`config.mk`:
```
export PLATFORM = sky130hd
export DESIGN_NAME = median_mean_normalize_core_flat
export DESIGN_NICKNAME = d
export VERILOG_FILES = /design/src/hdl/mmn_pkg.sv /design/src/hdl/mmn_ifs.sv /design/src/hdl/mmn_lane.sv /design/src/hdl/mmn_merge.sv /design/src/hdl/median_mean_normalize_core.sv /design/src/flat_wrapper.sv
export SDC_FILE = /design/constraint.sdc
export NUM_CORES = 2
export LEC_CHECK = 0
export ABC_AREA = 1
export BUFFER_PORTS_ARGS = -buffer_cell sky130_fd_sc_hd__buf_2
export CORE_AREA = 2 2 288 233
export CTS_BUF_LIST = sky130_fd_sc_hd__clkbuf_4 sky130_fd_sc_hd__clkbuf_8
export DETAILED_ROUTE_END_ITERATION = 6
export DIE_AREA = 0 0 290 235
export GPL_ROUTABILITY_DRIVEN = 0
export PLACE_DENSITY = 0.94
export RECOVER_POWER = 50
export SETUP_SLACK_MARGIN = 0.15
export SLEW_MARGIN = 25
export SYNTH_ARGS = -nofsm -noshare
export SYNTH_HDL_FRONTEND = slang
export SYNTH_SLANG_ARGS = --single-unit
```
`constraint.sdc`:
```
create_clock -name clock -period 11.05 [get_ports clock]
set_input_delay 1.105 -clock clock [delete_from_list [all_inputs] [get_ports clock]]
set_output_delay 1.105 -clock clock [all_outputs]
set_load 0.005 [all_outputs]
```
`src/hdl/mmn_pkg.sv`:
```
// Package: shared constants, codes and types of the median/mean normalizer.
`default_nettype none

package mmn_pkg;

   localparam int N_CHANNELS     = 6;
   localparam int SAMPLE_BITS    = 8;
   localparam int LEVEL_BITS     = 7;
   localparam int BIAS_BITS      = 8;
   localparam int SUM_BITS       = 10;
   localparam int CFG_BITS       = N_CHANNELS * SAMPLE_BITS;
   localparam int CSR_INDEX_BITS = 8;
   localparam int SCANS_PER_MEAN = 12;
   localparam int SCAN_CNT_BITS  = 4;
   localparam int QUO_BITS       = LEVEL_BITS;
   localparam int BIT_IDX_BITS   = $clog2(QUO_BITS);
   localparam int REM_BITS       = SAMPLE_BITS + LEVEL_BITS;
   localparam int PERCENT_FULL   = 100;
   localparam int BIAS_LEFT      = 1;
   localparam int BIAS_RIGHT     = (N_CHANNELS > 4) ? 4 : (N_CHANNELS - 1);

   localparam logic [CSR_INDEX_BITS-1:0] REG_MIN_LEVELS = CSR_INDEX_BITS'(0);
   localparam logic [CSR_INDEX_BITS-1:0] REG_MAX_LEVELS = CSR_INDEX_BITS'(1);

   // position of a scan inside its triple
   typedef enum logic [1:0] {
      SLOT_FIRST,
      SLOT_SECOND,
      SLOT_THIRD
   } slot_type;

   typedef enum logic [1:0] {
      ST_IDLE,
      ST_PREP,
      ST_DIVIDE,
      ST_FINISH
   } state_type;

   // sequencer to lanes
   typedef struct packed {
      logic                    scan_en;
      slot_type                slot;
      logic                    last;
      logic                    prep;
      logic                    step;
      logic [BIT_IDX_BITS-1:0] bit_idx;
   } lane_ctl_type;

endpackage

`default_nettype wire

```
`src/hdl/mmn_ifs.sv`:
```
// Interfaces: scan request, level response and register write channels.
`default_nettype none

interface mmn_req_if;
   import mmn_pkg::*;
   logic                   valid;
   logic                   ready;
   logic [SAMPLE_BITS-1:0] sample0;
   logic [SAMPLE_BITS-1:0] sample1;
   logic [SAMPLE_BITS-1:0] sample2;
   logic [SAMPLE_BITS-1:0] sample3;
   logic [SAMPLE_BITS-1:0] sample4;
   logic [SAMPLE_BITS-1:0] sample5;
   modport source (output valid, sample0, sample1, sample2, sample3, sample4, sample5,
                   input ready);
   modport sink   (input valid, sample0, sample1, sample2, sample3, sample4, sample5,
                   output ready);
endinterface

interface mmn_rsp_if;
   import mmn_pkg::*;
   logic                        valid;
   logic                        ready;
   logic [LEVEL_BITS-1:0]       level0;
   logic [LEVEL_BITS-1:0]       level1;
   logic [LEVEL_BITS-1:0]       level2;
   logic [LEVEL_BITS-1:0]       level3;
   logic [LEVEL_BITS-1:0]       level4;
   logic [LEVEL_BITS-1:0]       level5;
   logic signed [BIAS_BITS-1:0] steer_bias;
   modport source (output valid, level0, level1, level2, level3, level4, level5, steer_bias,
                   input ready);
   modport sink   (input valid, level0, level1, level2, level3, level4, level5, steer_bias,
                   output ready);
endinterface

interface mmn_csr_if;
   import mmn_pkg::*;
   logic                      valid;
   logic                      ready;
   logic [CSR_INDEX_BITS-1:0] index;
   logic [CFG_BITS-1:0]       data;
   modport source (output valid, index, data, input ready);
   modport sink   (input valid, index, data, output ready);
endinterface

`default_nettype wire

```
`src/hdl/mmn_lane.sv`:
```
// Lane: one channel's median-of-three, mean-of-four and percent divider.
`default_nettype none

module mmn_lane (
   input  wire logic                            clock,
   input  wire logic                            reset,
   input  wire mmn_pkg::lane_ctl_type           ctl,
   input  wire logic [mmn_pkg::SAMPLE_BITS-1:0] sample,
   input  wire logic [mmn_pkg::SAMPLE_BITS-1:0] min_level,
   input  wire logic [mmn_pkg::SAMPLE_BITS-1:0] max_level,
   output logic      [mmn_pkg::LEVEL_BITS-1:0]  level
);
   import mmn_pkg::*;

   logic [SAMPLE_BITS-1:0] buf0_ff, buf0_in;
   logic [SAMPLE_BITS-1:0] buf1_ff, buf1_in;
   logic [SUM_BITS-1:0]    sum_ff, sum_in;
   logic [SAMPLE_BITS-1:0] mean_ff, mean_in;
   logic [SAMPLE_BITS-1:0] div_ff, div_in;
   logic [REM_BITS-1:0]    rem_ff, rem_in;
   logic [QUO_BITS-1:0]    quo_ff, quo_in;
   logic                   zero_ff, zero_in;
   logic                   full_ff, full_in;

   logic [SAMPLE_BITS-1:0] lo, hi, mid, med;
   logic [SUM_BITS-1:0]    sum_next;
   logic [REM_BITS-1:0]    shifted;

   always_comb begin
      // median of buffered pair and the new sample
      lo  = (buf0_ff < buf1_ff) ? buf0_ff : buf1_ff;
      hi  = (buf0_ff < buf1_ff) ? buf1_ff : buf0_ff;
      mid = (hi < sample) ? hi : sample;
      med = (lo > mid) ? lo : mid;
      sum_next = sum_ff + SUM_BITS'(med);
      shifted  = REM_BITS'(div_ff) << ctl.bit_idx;

      buf0_in = buf0_ff;
      buf1_in = buf1_ff;
      sum_in  = sum_ff;
      mean_in = mean_ff;
      div_in  = div_ff;
      rem_in  = rem_ff;
      quo_in  = quo_ff;
      zero_in = zero_ff;
      full_in = full_ff;

      if (ctl.scan_en) begin
         case (ctl.slot)
            SLOT_FIRST:  buf0_in = sample;
            SLOT_SECOND: buf1_in = sample;
            SLOT_THIRD: begin
               if (ctl.last) begin
                  sum_in  = '0;
                  mean_in = sum_next[SUM_BITS-1 -: SAMPLE_BITS];
               end else begin
                  sum_in = sum_next;
               end
            end
            default: ;
         endcase
      end

      if (ctl.prep) begin
         // empty span or mean at/below min -> 0; mean at/above max -> full scale
         zero_in = (max_level <= min_level) || (mean_ff <= min_level);
         full_in = (mean_ff >= max_level);
         div_in  = max_level - min_level;
         rem_in  = REM_BITS'(mean_ff - min_level) * REM_BITS'(PERCENT_FULL);
         quo_in  = '0;
      end

      if (ctl.step) begin
         if (rem_ff >= shifted) begin
            rem_in              = rem_ff - shifted;
            quo_in[ctl.bit_idx] = 1'b1;
         end
      end
   end

   always_ff @(posedge clock) begin
      if (reset) begin
         sum_ff <= '0;
      end else begin
         sum_ff <= sum_in;
      end
   end

   always_ff @(posedge clock) begin
      buf0_ff <= buf0_in;
      buf1_ff <= buf1_in;
      mean_ff <= mean_in;
      div_ff  <= div_in;
      rem_ff  <= rem_in;
      quo_ff  <= quo_in;
      zero_ff <= zero_in;
      full_ff <= full_in;
   end

   always_comb begin
      if (zero_ff) begin
         level = '0;
      end else if (full_ff) begin
         level = LEVEL_BITS'(PERCENT_FULL);
      end else begin
         level = quo_ff;
      end
   end

endmodule

`default_nettype wire

```
`src/hdl/mmn_merge.sv`:
```
// Merge: gathers lane levels, forms the steering bias, holds the response.
`default_nettype none

module mmn_merge (
   input  wire logic                           clock,
   input  wire logic                           reset,
   input  wire logic                           capture,
   input  wire logic [mmn_pkg::LEVEL_BITS-1:0] levels [mmn_pkg::N_CHANNELS],
   output logic                                full,
   mmn_rsp_if.source                           rsp
);
   import mmn_pkg::*;

   logic                        valid_ff, valid_in;
   logic [LEVEL_BITS-1:0]       level_ff [N_CHANNELS];
   logic [LEVEL_BITS-1:0]       level_in [N_CHANNELS];
   logic signed [BIAS_BITS-1:0] bias_ff, bias_in;

   always_comb begin
      valid_in = valid_ff;
      level_in = level_ff;
      bias_in  = bias_ff;
      if (rsp.ready) begin
         valid_in = 1'b0;
      end
      if (capture) begin
         valid_in = 1'b1;
         level_in = levels;
         bias_in  = BIAS_BITS'(levels[BIAS_LEFT]) - BIAS_BITS'(levels[BIAS_RIGHT]);
      end
   end

   always_ff @(posedge clock) begin
      if (reset) begin
         valid_ff <= 1'b0;
      end else begin
         valid_ff <= valid_in;
      end
   end

   always_ff @(posedge clock) begin
      level_ff <= level_in;
      bias_ff  <= bias_in;
   end

   assign full           = valid_ff;
   assign rsp.valid      = valid_ff;
   assign rsp.level0     = level_ff[0];
   assign rsp.level1     = level_ff[1];
   assign rsp.level2     = level_ff[2];
   assign rsp.level3     = level_ff[3];
   assign rsp.level4     = level_ff[4];
   assign rsp.level5     = level_ff[5];
   assign rsp.steer_bias = bias_ff;

endmodule

`default_nettype wire

```
`src/hdl/median_mean_normalize_core.sv`:
```
// Top level: scan sequencer, calibration registers, six lanes and merge stage.
`default_nettype none

// Channel   Dir   Payload                                  Transaction
// req_ch    in    sample0..sample5, 8 b unsigned each      one scan of all channels
// rsp_ch    out   level0..level5 7 b, steer_bias 8 b s     one normalized result
// csr_ch    in    index 8 b, data 48 b                     one register write
//
// Flow: one scan accepted per cycle. Every twelfth scan launches the
//   normalize pass: a prep state, 7 restoring divide steps (one quotient bit
//   per cycle, all lanes in parallel) and a capture state; rsp_ch.valid is
//   registered from the capture state.
// Stalls: scans keep flowing during the divide; only a twelfth scan waits,
//   while a divide runs or the previous result is still unclaimed.
// Reset: synchronous, clears sums, counters, sequencer and result valid;
//   min_levels resets to 0, max_levels to all ones. No clearing pass.
module median_mean_normalize_core (
   input  wire logic clock,
   input  wire logic reset,
   mmn_req_if.sink   req_ch,
   mmn_rsp_if.source rsp_ch,
   mmn_csr_if.sink   csr_ch
);
   import mmn_pkg::*;

   localparam logic [SCAN_CNT_BITS-1:0] LAST_SCAN = SCAN_CNT_BITS'(SCANS_PER_MEAN - 1);

   state_type                 state_ff, state_in;
   logic [SCAN_CNT_BITS-1:0]  scan_cnt_ff, scan_cnt_in;
   slot_type                  slot_ff, slot_in;
   logic [BIT_IDX_BITS-1:0]   bit_ff, bit_in;
   logic [CFG_BITS-1:0]       min_levels_ff, min_levels_in;
   logic [CFG_BITS-1:0]       max_levels_ff, max_levels_in;

   lane_ctl_type              ctl;
   logic                      scan_last;
   logic                      req_take;
   logic                      capture;
   logic                      rsp_full;
   logic [SAMPLE_BITS-1:0]    samples [N_CHANNELS];
   logic [LEVEL_BITS-1:0]     levels  [N_CHANNELS];

   assign samples[0] = req_ch.sample0;
   assign samples[1] = req_ch.sample1;
   assign samples[2] = req_ch.sample2;
   assign samples[3] = req_ch.sample3;
   assign samples[4] = req_ch.sample4;
   assign samples[5] = req_ch.sample5;

   // config is to be written only while idle; the block does not enforce it, so always ready
   assign csr_ch.ready = 1'b1;

   always_comb begin
      min_levels_in = min_levels_ff;
      max_levels_in = max_levels_ff;
      if (csr_ch.valid) begin
         if (csr_ch.index == REG_MIN_LEVELS) begin
            min_levels_in = csr_ch.data;
         end else if (csr_ch.index == REG_MAX_LEVELS) begin
            max_levels_in = csr_ch.data;
         end
      end
   end

   // twelfth scan may only launch when the divider and result reg are free
   assign scan_last    = (scan_cnt_ff == LAST_SCAN);
   assign req_ch.ready = !(scan_last && ((state_ff != ST_IDLE) || rsp_full));
   assign req_take     = req_ch.valid && req_ch.ready;

   always_comb begin
      scan_cnt_in = scan_cnt_ff;
      slot_in     = slot_ff;
      if (req_take) begin
         scan_cnt_in = scan_last ? '0 : scan_cnt_ff + SCAN_CNT_BITS'(1);
         case (slot_ff)
            SLOT_FIRST:  slot_in = SLOT_SECOND;
            SLOT_SECOND: slot_in = SLOT_THIRD;
            SLOT_THIRD:  slot_in = SLOT_FIRST;
            default:     slot_in = SLOT_FIRST;
         endcase
      end
   end

   // sequencer: next state and lane controls
   always_comb begin
      state_in    = state_ff;
      bit_in      = bit_ff;
      capture     = 1'b0;
      ctl.scan_en = req_take;
      ctl.slot    = slot_ff;
      ctl.last    = scan_last;
      ctl.prep    = 1'b0;
      ctl.step    = 1'b0;
      ctl.bit_idx = bit_ff;
      case (state_ff)
         ST_IDLE: begin
            if (req_take && scan_last) begin
               state_in = ST_PREP;
            end
         end
         ST_PREP: begin
            ctl.prep = 1'b1;
            bit_in   = BIT_IDX_BITS'(QUO_BITS - 1);
            state_in = ST_DIVIDE;
         end
         ST_DIVIDE: begin
            ctl.step = 1'b1;
            if (bit_ff == '0) begin
               state_in = ST_FINISH;
            end else begin
               bit_in = bit_ff - BIT_IDX_BITS'(1);
            end
         end
         ST_FINISH: begin
            capture  = 1'b1;
            state_in = ST_IDLE;
         end
         default: state_in = ST_IDLE;
      endcase
   end

   always_ff @(posedge clock) begin
      if (reset) begin
         state_ff      <= ST_IDLE;
         scan_cnt_ff   <= '0;
         slot_ff       <= SLOT_FIRST;
         bit_ff        <= '0;
         min_levels_ff <= '0;
         max_levels_ff <= '1;
      end else begin
         state_ff      <= state_in;
         scan_cnt_ff   <= scan_cnt_in;
         slot_ff       <= slot_in;
         bit_ff        <= bit_in;
         min_levels_ff <= min_levels_in;
         max_levels_ff <= max_levels_in;
      end
   end

   for (genvar ch = 0; ch < N_CHANNELS; ch++) begin : g_lane
      mmn_lane u_lane (
         .clock     (clock),
         .reset     (reset),
         .ctl       (ctl),
         .sample    (samples[ch]),
         .min_level (min_levels_ff[ch*SAMPLE_BITS +: SAMPLE_BITS]),
         .max_level (max_levels_ff[ch*SAMPLE_BITS +: SAMPLE_BITS]),
         .level     (levels[ch])
      );
   end

   mmn_merge u_merge (
      .clock   (clock),
      .reset   (reset),
      .capture (capture),
      .levels  (levels),
      .full    (rsp_full),
      .rsp     (rsp_ch)
   );

endmodule

`default_nettype wire

```
`src/flat_wrapper.sv`:
```
// flat-port wrapper written by rule: the top's interface ports become plain ports
module median_mean_normalize_core_flat import mmn_pkg::*;
  (clock, reset, req_ch_valid, req_ch_sample0, req_ch_sample1, req_ch_sample2, req_ch_sample3, req_ch_sample4, req_ch_sample5, req_ch_ready, rsp_ch_valid, rsp_ch_level0, rsp_ch_level1, rsp_ch_level2, rsp_ch_level3, rsp_ch_level4, rsp_ch_level5, rsp_ch_steer_bias, rsp_ch_ready, csr_ch_valid, csr_ch_index, csr_ch_data, csr_ch_ready);
  mmn_req_if req_ch_i ();
  mmn_rsp_if rsp_ch_i ();
  mmn_csr_if csr_ch_i ();
  input  wire logic clock;
  input  wire logic reset;
  input wire logic [$bits(req_ch_i.valid)-1:0] req_ch_valid;
  input wire logic [$bits(req_ch_i.sample0)-1:0] req_ch_sample0;
  input wire logic [$bits(req_ch_i.sample1)-1:0] req_ch_sample1;
  input wire logic [$bits(req_ch_i.sample2)-1:0] req_ch_sample2;
  input wire logic [$bits(req_ch_i.sample3)-1:0] req_ch_sample3;
  input wire logic [$bits(req_ch_i.sample4)-1:0] req_ch_sample4;
  input wire logic [$bits(req_ch_i.sample5)-1:0] req_ch_sample5;
  output wire logic [$bits(req_ch_i.ready)-1:0] req_ch_ready;
  output wire logic [$bits(rsp_ch_i.valid)-1:0] rsp_ch_valid;
  output wire logic [$bits(rsp_ch_i.level0)-1:0] rsp_ch_level0;
  output wire logic [$bits(rsp_ch_i.level1)-1:0] rsp_ch_level1;
  output wire logic [$bits(rsp_ch_i.level2)-1:0] rsp_ch_level2;
  output wire logic [$bits(rsp_ch_i.level3)-1:0] rsp_ch_level3;
  output wire logic [$bits(rsp_ch_i.level4)-1:0] rsp_ch_level4;
  output wire logic [$bits(rsp_ch_i.level5)-1:0] rsp_ch_level5;
  output wire logic [$bits(rsp_ch_i.steer_bias)-1:0] rsp_ch_steer_bias;
  input wire logic [$bits(rsp_ch_i.ready)-1:0] rsp_ch_ready;
  input wire logic [$bits(csr_ch_i.valid)-1:0] csr_ch_valid;
  input wire logic [$bits(csr_ch_i.index)-1:0] csr_ch_index;
  input wire logic [$bits(csr_ch_i.data)-1:0] csr_ch_data;
  output wire logic [$bits(csr_ch_i.ready)-1:0] csr_ch_ready;
  assign req_ch_i.valid = req_ch_valid;
  assign req_ch_i.sample0 = req_ch_sample0;
  assign req_ch_i.sample1 = req_ch_sample1;
  assign req_ch_i.sample2 = req_ch_sample2;
  assign req_ch_i.sample3 = req_ch_sample3;
  assign req_ch_i.sample4 = req_ch_sample4;
  assign req_ch_i.sample5 = req_ch_sample5;
  assign req_ch_ready = req_ch_i.ready;
  assign rsp_ch_valid = rsp_ch_i.valid;
  assign rsp_ch_level0 = rsp_ch_i.level0;
  assign rsp_ch_level1 = rsp_ch_i.level1;
  assign rsp_ch_level2 = rsp_ch_i.level2;
  assign rsp_ch_level3 = rsp_ch_i.level3;
  assign rsp_ch_level4 = rsp_ch_i.level4;
  assign rsp_ch_level5 = rsp_ch_i.level5;
  assign rsp_ch_steer_bias = rsp_ch_i.steer_bias;
  assign rsp_ch_i.ready = rsp_ch_ready;
  assign csr_ch_i.valid = csr_ch_valid;
  assign csr_ch_i.index = csr_ch_index;
  assign csr_ch_i.data = csr_ch_data;
  assign csr_ch_ready = csr_ch_i.ready;
  median_mean_normalize_core u_core (.clock(clock), .reset(reset), .req_ch(req_ch_i), .rsp_ch(rsp_ch_i), .csr_ch(csr_ch_i));
endmodule
```
== Yosys cells after proc, flatten, opt, wreduce, memory -nomap -nowiden ==
Index checks and enable logic that the tools add are counted.

* Shift-type cells: 6
* Multipliers: 6
* Equality and inequality tests: 10
* Bitwise operators: 7
* Reductions and logical operators: 31
* Magnitude comparators: 44
* Mux-type cells: 88
* Add/subtract/negate cells: 27
* Div/mod/pow operators: 0

{| class="wikitable"
|+ Operators by type and width
! operator !! count
|-
| two-way mux 15 bit || 18
|-
| two-way mux 8 bit || 24
|-
| two-way mux 7 bit || 26
|-
| <= comparator 8 bit || 12
|-
| less-than comparator 8 bit || 12
|-
| greater-or-equal comparator 15 bit || 6
|-
| multiplier 15 x 5 -> 13 bit, second input constant || 6
|-
| left shift 8 x 3 -> 15 bit || 6
|-
| subtractor 15 bit || 6
|-
| adder 10 x 8 -> 10 bit || 6
|-
| two-way mux 10 bit || 6
|-
| subtractor 8 x 8 -> 9 bit || 6
|-
| greater-or-equal comparator 8 bit || 6
|-
| > comparator 8 bit || 6
|-
| subtractor 8 bit || 6
|-
| OR 7 bit || 6
|-
| AND reduction 2 bit || 6
|-
| == test 8 x 1 -> 1 bit, second input constant || 1
|-
| zero test 8 bit || 1
|-
| one-hot mux 2 bit (4 select lines) || 1
|-
| OR reduction 2 bit || 4
|-
| subtractor 7 x 7 -> 8 bit || 1
|-
| logical OR 1 bit || 7
|-
| == test 2 bit, second input constant || 3
|-
| other kinds (22) || 37
|}

* Bits in latches: 0
* Word-level logic and storage cells: 291
* Memory bits (writable): 0
* Bits in read-only memories: 0
* Memories: 0
* Flip-flop bits (word level): 554

== Longest topological paths before layout ==
* Depth after elaboration: 8
* Mapped depth: 44
* Mapped depth without buffers: 42

== By module ==
From an unflattened synthesis, not the netlist that was laid out.

* Cell total of the unflattened synthesis: 5607
* Area, all modules: 43254.0 um^2

{| class="wikitable"
|+ By module, submodules not included
! module !! area each (um^2) !! instances !! sequential area each (um^2) !! cells each
|-
| mmn_lane at u_core.g_lane[4].u_lane || 6204.7 || 1 || 1661.6 || 821
|-
| mmn_lane at u_core.g_lane[3].u_lane || 6163.4 || 1 || 1661.6 || 820
|-
| mmn_lane at u_core.g_lane[0].u_lane || 6162.2 || 1 || 1661.6 || 815
|-
| mmn_lane at u_core.g_lane[2].u_lane || 6150.9 || 1 || 1661.6 || 796
|-
| mmn_lane at u_core.g_lane[5].u_lane || 6117.1 || 1 || 1661.6 || 797
|-
| mmn_lane at u_core.g_lane[1].u_lane || 6084.6 || 1 || 1661.6 || 803
|-
| median_mean_normalize_core || 4465.5 || 1 || 2142.1 || 633
|-
| mmn_merge || 1905.6 || 1 || 1521.5 || 122
|}

== Worst setup path before layout ==
OpenSTA, ideal clock, no wires.

* Path type: register to register
* Start point: register u_core.g_lane[0].u_lane.buf0_ff[5]
* End point: register u_core.g_lane[0].u_lane.mean_ff[6] (data pin)
* Arrival time: 5.384 ns
* Library setup time: 0.255 ns
* Period minus slack after synthesis: 5.639 ns
* Required time: 10.795 ns
* Buffers on the path: 2
* Cell stages (with the launch flop): 37
* Path slack: 5.411 ns
* Path through: edfxtp_1 ha_1 a21oi_1 o21a_1 nand2_1 buf_2 o21ai_0 ha_1 a21oi_1 nor2_1 a211oi_2 nand2_2 nand2_1 nand2_1 ha_1 inv_1 nor2_1 nor2_1 o21ai_0 nand2_1 o211ai_1 nand2_1 clkbuf_1 inv_1 nand2_1 nand2_1 ha_1 inv_1 fa_1 o21ai_0 a21oi_1 o21bai_1 a21o_1 nand2_1 nand2_1 nand2_1 and2_1

* Longest elaborated chain between the ends: 7
* Elaborated cells on any way between the ends: 8

{| class="wikitable"
|+ RTL lines
! what !! line !! source
|-
| start, declared || mmn_lane.sv:15 || <nowiki>logic [SAMPLE_BITS-1:0] buf0_ff, buf0_in;</nowiki>
|-
| start signal, assigned || mmn_lane.sv:90 || <nowiki>buf0_ff <= buf0_in;</nowiki>
|-
| less-than comparator 8 bit || mmn_lane.sv:31, mmn_lane.sv:32 ||
|-
| two-way mux 8 bit || mmn_lane.sv:32 || <nowiki>hi = (buf0_ff < buf1_ff) ? buf1_ff : buf0_ff;</nowiki>
|-
| less-than comparator 8 bit || mmn_lane.sv:33 || <nowiki>mid = (hi < sample) ? hi : sample;</nowiki>
|-
| two-way mux 8 bit || mmn_lane.sv:33 ||
|-
| > comparator 8 bit || mmn_lane.sv:34 || <nowiki>med = (lo > mid) ? lo : mid;</nowiki>
|-
| two-way mux 8 bit (*) || mmn_lane.sv:34 ||
|-
| adder 10 x 8 -> 10 bit (*) || mmn_lane.sv:35 || <nowiki>sum_next = sum_ff + SUM_BITS'(med);</nowiki>
|-
| via u_core.g_lane[0].u_lane.sum_next[8] || mmn_lane.sv:26 || <nowiki>logic [SUM_BITS-1:0] sum_next;</nowiki>
|-
| end signal, assigned || mmn_lane.sv:92 || <nowiki>mean_ff <= mean_in;</nowiki>
|-
| end, declared || mmn_lane.sv:18 || <nowiki>logic [SAMPLE_BITS-1:0] mean_ff, mean_in;</nowiki>
|}

Mark *: on every way through the listed nets, which the timed path passes. The rest lies on a longest branch.
A chain may end at the register's enable or synchronous reset.

== Final worst setup path ==
* Start point: register u_core.g_lane[5].u_lane.buf0_ff[1]
* End point: register u_core.g_lane[5].u_lane.sum_ff[8]

* Longest elaborated chain between the ends: 8
* Elaborated cells on any way between the ends: 9

{| class="wikitable"
|+ RTL lines
! what !! line !! source
|-
| start, declared || mmn_lane.sv:15 ||
|-
| start signal, assigned || mmn_lane.sv:90 ||
|-
| less-than comparator 8 bit || mmn_lane.sv:31, mmn_lane.sv:32 ||
|-
| two-way mux 8 bit || mmn_lane.sv:32 ||
|-
| less-than comparator 8 bit || mmn_lane.sv:33 ||
|-
| two-way mux 8 bit || mmn_lane.sv:33 ||
|-
| > comparator 8 bit || mmn_lane.sv:34 ||
|-
| two-way mux 8 bit (*) || mmn_lane.sv:34 ||
|-
| adder 10 x 8 -> 10 bit (*) || mmn_lane.sv:35 ||
|-
| two-way mux 10 bit (*) || mmn_lane.sv:53 || <nowiki>if (ctl.last) begin</nowiki>
|-
| end signal, assigned || mmn_lane.sv:85 || <nowiki>sum_ff <= sum_in;</nowiki>
|-
| end, declared || mmn_lane.sv:17 || <nowiki>logic [SUM_BITS-1:0] sum_ff, sum_in;</nowiki>
|}

Every way passes the cells marked *; elsewhere a longest branch is shown, timed or not.

==> flow_metrics.py <==
metrics = {
    "outcome": {
        "status": "finished, violations left",
        "violations": "max-capacitance violations, max-slew violations",
    },
    "cts": {
        "htree_levels": 3,
        "cts_tree": "yes",
        "numCtsBuffers": 91,
        "ctsHoldBuffers": 0,
        "post-cts-setup-buffer-count": 0,
        "root_buffer": "clkbuf_8",
        "cts.sinks": 554,
        "clk_pin_slew_worst_paths_ns": 0.07,
        "cts_resized": 0,
        "clk_latency_ns": 0.75,
        "clockBufferDepth": 3,
    },
    "setup_path": {
        "crit_top_cell": "nand2_1",
        "worst-path-max-fanout": 31,
        "required_ns": 11.55,
        "critical_path.max_stage_delay_ns": 0.59,
        "cpMaxStageDelayCell": "a211oi_2",
        "critPathTopFamily": "compound AO/OA/AOI/OAI gates",
        "crit_buf_inv": 2,
        "endpoint_kind": "register",
        "path_class": "register to register",
        "startpoint_type": "register",
        "crit_arrival_ns": 7.76,
    },
    "yosys": {
        "muxShareOfSynthArea_pct": 0.595,
        "synth_edf_count": 254,
        "synthFlopType": "dfxtp_1",
        "yosys.area_share.simple_pct": 18.3,
        "syn_avg_cell_area_um2": 7.88,
        "syn_nets": 6088,
        "yosysSeqAreaShare_pct": 32.4,
        "async_reset_ff_share_pct": 0,
        "synth_xor_area_share_pct": 4.75,
        "synth_cell_types": 61,
        "synth_cells": 5334,
        "yosysWarnings": 0,
        "synth-compound-area-share_pct": 14.4,
        "synth-adder-area-share_pct": 20.5,
        "synth_top_family_by_area": "adder cells",
        "syn-cell-area_um2": 42000,
        "ys_ff_latch": 554,
    },
    "sta": {
        "relSlewSlack_pct": -141,
        "rsz0062_at_grt": "false",
        "fin_crit_sh_pct": 65.7,
        "max_freq_mhz": 138,
        "hold_viol": 0,
        "finalSetupTns_ns": 0,
        "tightest_slew_ns": 3.62,
        "period_minus_slack_ns": 7.26,
        "setup_viol": 0,
        "final_max_slew_viol_count": 374,
        "worst_clock_skew_ns": 0.0693,
    },
    "cells_and_area": {
        "finish.net_count": 6217,
        "drive_gt1_share_pct": 6.53,
        "syn2layout_area_growth_pct": 8.37,
        "fill_cells": 4581,
    },
    "power": {
        "comb_power_share_pct": 47.3,
        "leakagePower_nw": 22.3,
        "design_power_total_mw": 9.14,
        "p_switching_mw": 3.84,
        "vdd_ir_drop_max_uv": 158,
        "p_int_mw": 5.30,
        "switching_share_pct": 42.0,
        "clkPwrFrac_pct": 23.8,
        "pwr-share-seq_pct": 28.9,
        "powerDensity_nw_per_um2": 201,
    },
    "floorplan": {
        "coreArea_um2": 65300,
        "ios": 162,
        "die_area_um2": 68200,
        "die_x_um": 290,
        "die_h_um": 235,
        "rows": 84,
        "start_util_pct": 64.4,
    },
    "route": {
        "num_vias": 37800,
        "drc": 0,
        "vias_per_cell": 5.90,
        "drt_pass1_iterations": 7,
        "first_iter_violations": 4515,
        "routed_wl_um": 109000,
        "wl_per_cell_um": 17.0,
        "final_antenna_net_count": 0,
    },
    "hold_path": {
        "min_path_type": "register to register",
    },
    "grt": {
        "grt.total_usage_pct": 31.1,
        "grt_pass1_wl_um": 177000,
        "grt_start_max_net_pins": 97,
        "overflow": 0,
        "first_global_vias": 36900,
        "antenna_found_initial": 3,
    },
    "placed_design": {
        "port_buffers": 160,
        "dp_hpwl_um": 77400,
    },
    "run": {
        "drv_cap": 7,
    },
}
==> metrics by stage <==
step	area [um^2]	util [%]	hold WS, ns	setup WS [ns]	std cells
6_report	45600	69.8	0.461	3.79	6402
5_1_grt	45600	69.8	0.485	3.22	6401
4_1_cts	45600	69.9	0.457	3.85	6399
3_5_place_dp	43400	66.5	0.442	3.87	6228
3_3_place_gp	43400	66.5	0.432	4.25	6228
2_1_floorplan	42000	-	0.420	5.41	5334
==> flip-flops by register name, summed over array words and instances (netlist names), 42 cells and up <==
name                          cells
u_core.g_lane.u_lane.buf1_ff     48
u_core.g_lane.u_lane.quo_ff      42
u_core.max_levels_ff             48
u_core.min_levels_ff             48
u_core.g_lane.u_lane.div_ff      48
u_core.g_lane.u_lane.mean_ff     48
u_core.g_lane.u_lane.buf0_ff     48
u_core.g_lane.u_lane.sum_ff      60
u_core.g_lane.u_lane.rem_ff      90
==> layout by cell type, fill, tap and decap left out, types with 11 or more instances in the layout <==
cell	n
o22ai_1	49
inv_2	12
nand3_1	228
o21ai_1	18
nand4_1	38
nand2_2	15
clkbuf_1	70
buf_4	12
o21a_1	23
dfxtp_1	299
a21oi_1	396
a31oi_1	28
clkbuf_4	25
and2_1	20
or2_2	30
edfxtp_1	254
o21bai_1	37
mux2i_1	25
buf_2	95
o211ai_1	68
nor3_1	26
inv_1	823
o21ai_0	271
xor2_1	158
bufinv_16	11
xnor2_1	70
nor2_1	313
a211oi_1	61
clkbuf_8	111
fa_1	73
a21o_1	24
ha_1	572
clkinv_2	13
nand2_1	1176
==> worst register-to-register path, delay by kind of cell, from the launching register on <==
kind | cells | cell delay [ns]
compound gates | 11 | 2.70
simple gates | 17 | 2.00
fa+ha+maj | 5 | 1.59
flops | 1 | 0.43
buf+inv | 2 | 0.27
==> routing by layer <==
layer	share of wire (%)	vias to the layer above	wire length, um	global-route usage [%]
met5	0.019	-	21	0
met1	41	17200	45000	40.0
met4	4.0	4	4390	13.2
met3	10	450	11100	7.11
met2	44	2033	48300	50.5
li1	-	18000	-	-
==> final cells by class <==
type                       count  area, um^2  share of cell area, %
sequential                   554       13600                   29.9
clock buffer                 136        1720                   3.77
timing repair buffer         179         883                   1.94
clock inverter                35         480                   1.05
multi-input combinational   3799       24600                   54.0
tap                          860        1080                   2.36
antenna                        1        2.50                0.00549
inverter                     838        3150                   6.92
==> power by group through the flow <==
stage / sequential (mW) / clock [mW] / combinational [mW]
after global routing: 2.67 / 2.28 / 4.80
after CTS: 2.63 / 2.19 / 4.20
final: 2.65 / 2.17 / 4.32
after floorplan: 2.63 / 0 / 3.26
after global placement: 2.66 / 0 / 3.93
after detailed placement: 2.67 / 0 / 4.12
==> kinds of logic after synthesis <==
family,Yosys count
AND/OR/NAND/NOR,1866
AO/OA/AOI/OAI,1034
buffers and inverters,981
adder cells (fa/ha/maj),645
flip-flops,554
XOR/XNOR,228
multiplexers,25
other,1
==> synth_stat cells, types with 6 or more instances <==
| library cell | number | area share (%) |
|---|---|---|
| nor4_1 | 6 | 0.089 |
| a211oi_2 | 6 | 0.18 |
| a31oi_1 | 28 | 0.42 |
| buf_2 | 36 | 0.43 |
| nand2_2 | 14 | 0.21 |
| ha_1 | 572 | 17 |
| buf_1 | 9 | 0.080 |
| xnor2_1 | 70 | 1.5 |
| o22ai_1 | 49 | 0.73 |
| o211ai_1 | 68 | 1.2 |
| nand3_1 | 228 | 2.7 |
| mux2i_1 | 25 | 0.60 |
| o31ai_1 | 6 | 0.11 |
| fa_1 | 73 | 3.5 |
| a211o_1 | 6 | 0.13 |
| dfxtp_1 | 300 | 14 |
| nand2_1 | 1177 | 11 |
| o2111ai_1 | 6 | 0.13 |
| inv_2 | 11 | 0.098 |
| buf_6 | 6 | 0.16 |
| a21boi_0 | 6 | 0.11 |
| xor2_1 | 158 | 3.3 |
| or2_2 | 30 | 0.45 |
| clkbuf_1 | 86 | 0.77 |
| o21bai_1 | 37 | 0.66 |
| and2_1 | 20 | 0.30 |
| o21ai_1 | 18 | 0.21 |
| o21ai_0 | 270 | 3.2 |
| o21a_1 | 23 | 0.41 |
| nand4_1 | 38 | 0.57 |
| nor3_1 | 26 | 0.31 |
| a211oi_1 | 61 | 1.1 |
| a21o_1 | 24 | 0.43 |
| edfxtp_1 | 254 | 18 |
| a21oi_1 | 396 | 4.7 |
| nor2_1 | 314 | 2.8 |
| inv_1 | 825 | 7.4 |
==> worst paths after layout <==
| path | endpoint | cells after the start | slack (ns) | from |
|---|---|---|---|---|
| hold / removal | u_core.g_lane[4].u_lane.quo_ff[5] | 2 | 0.46 | u_core.g_lane[4].u_lane.quo_ff[5] |
| setup reg to reg | u_core.g_lane[5].u_lane.sum_ff[8] | 35 | 3.79 | u_core.g_lane[5].u_lane.buf0_ff[1] |
| hold reg to reg | u_core.g_lane[4].u_lane.quo_ff[5] | 2 | 0.46 | u_core.g_lane[4].u_lane.quo_ff[5] |
| setup / recovery | u_core.g_lane[5].u_lane.sum_ff[8] | 35 | 3.79 | u_core.g_lane[5].u_lane.buf0_ff[1] |
Power figures use the tool's default switching activity.
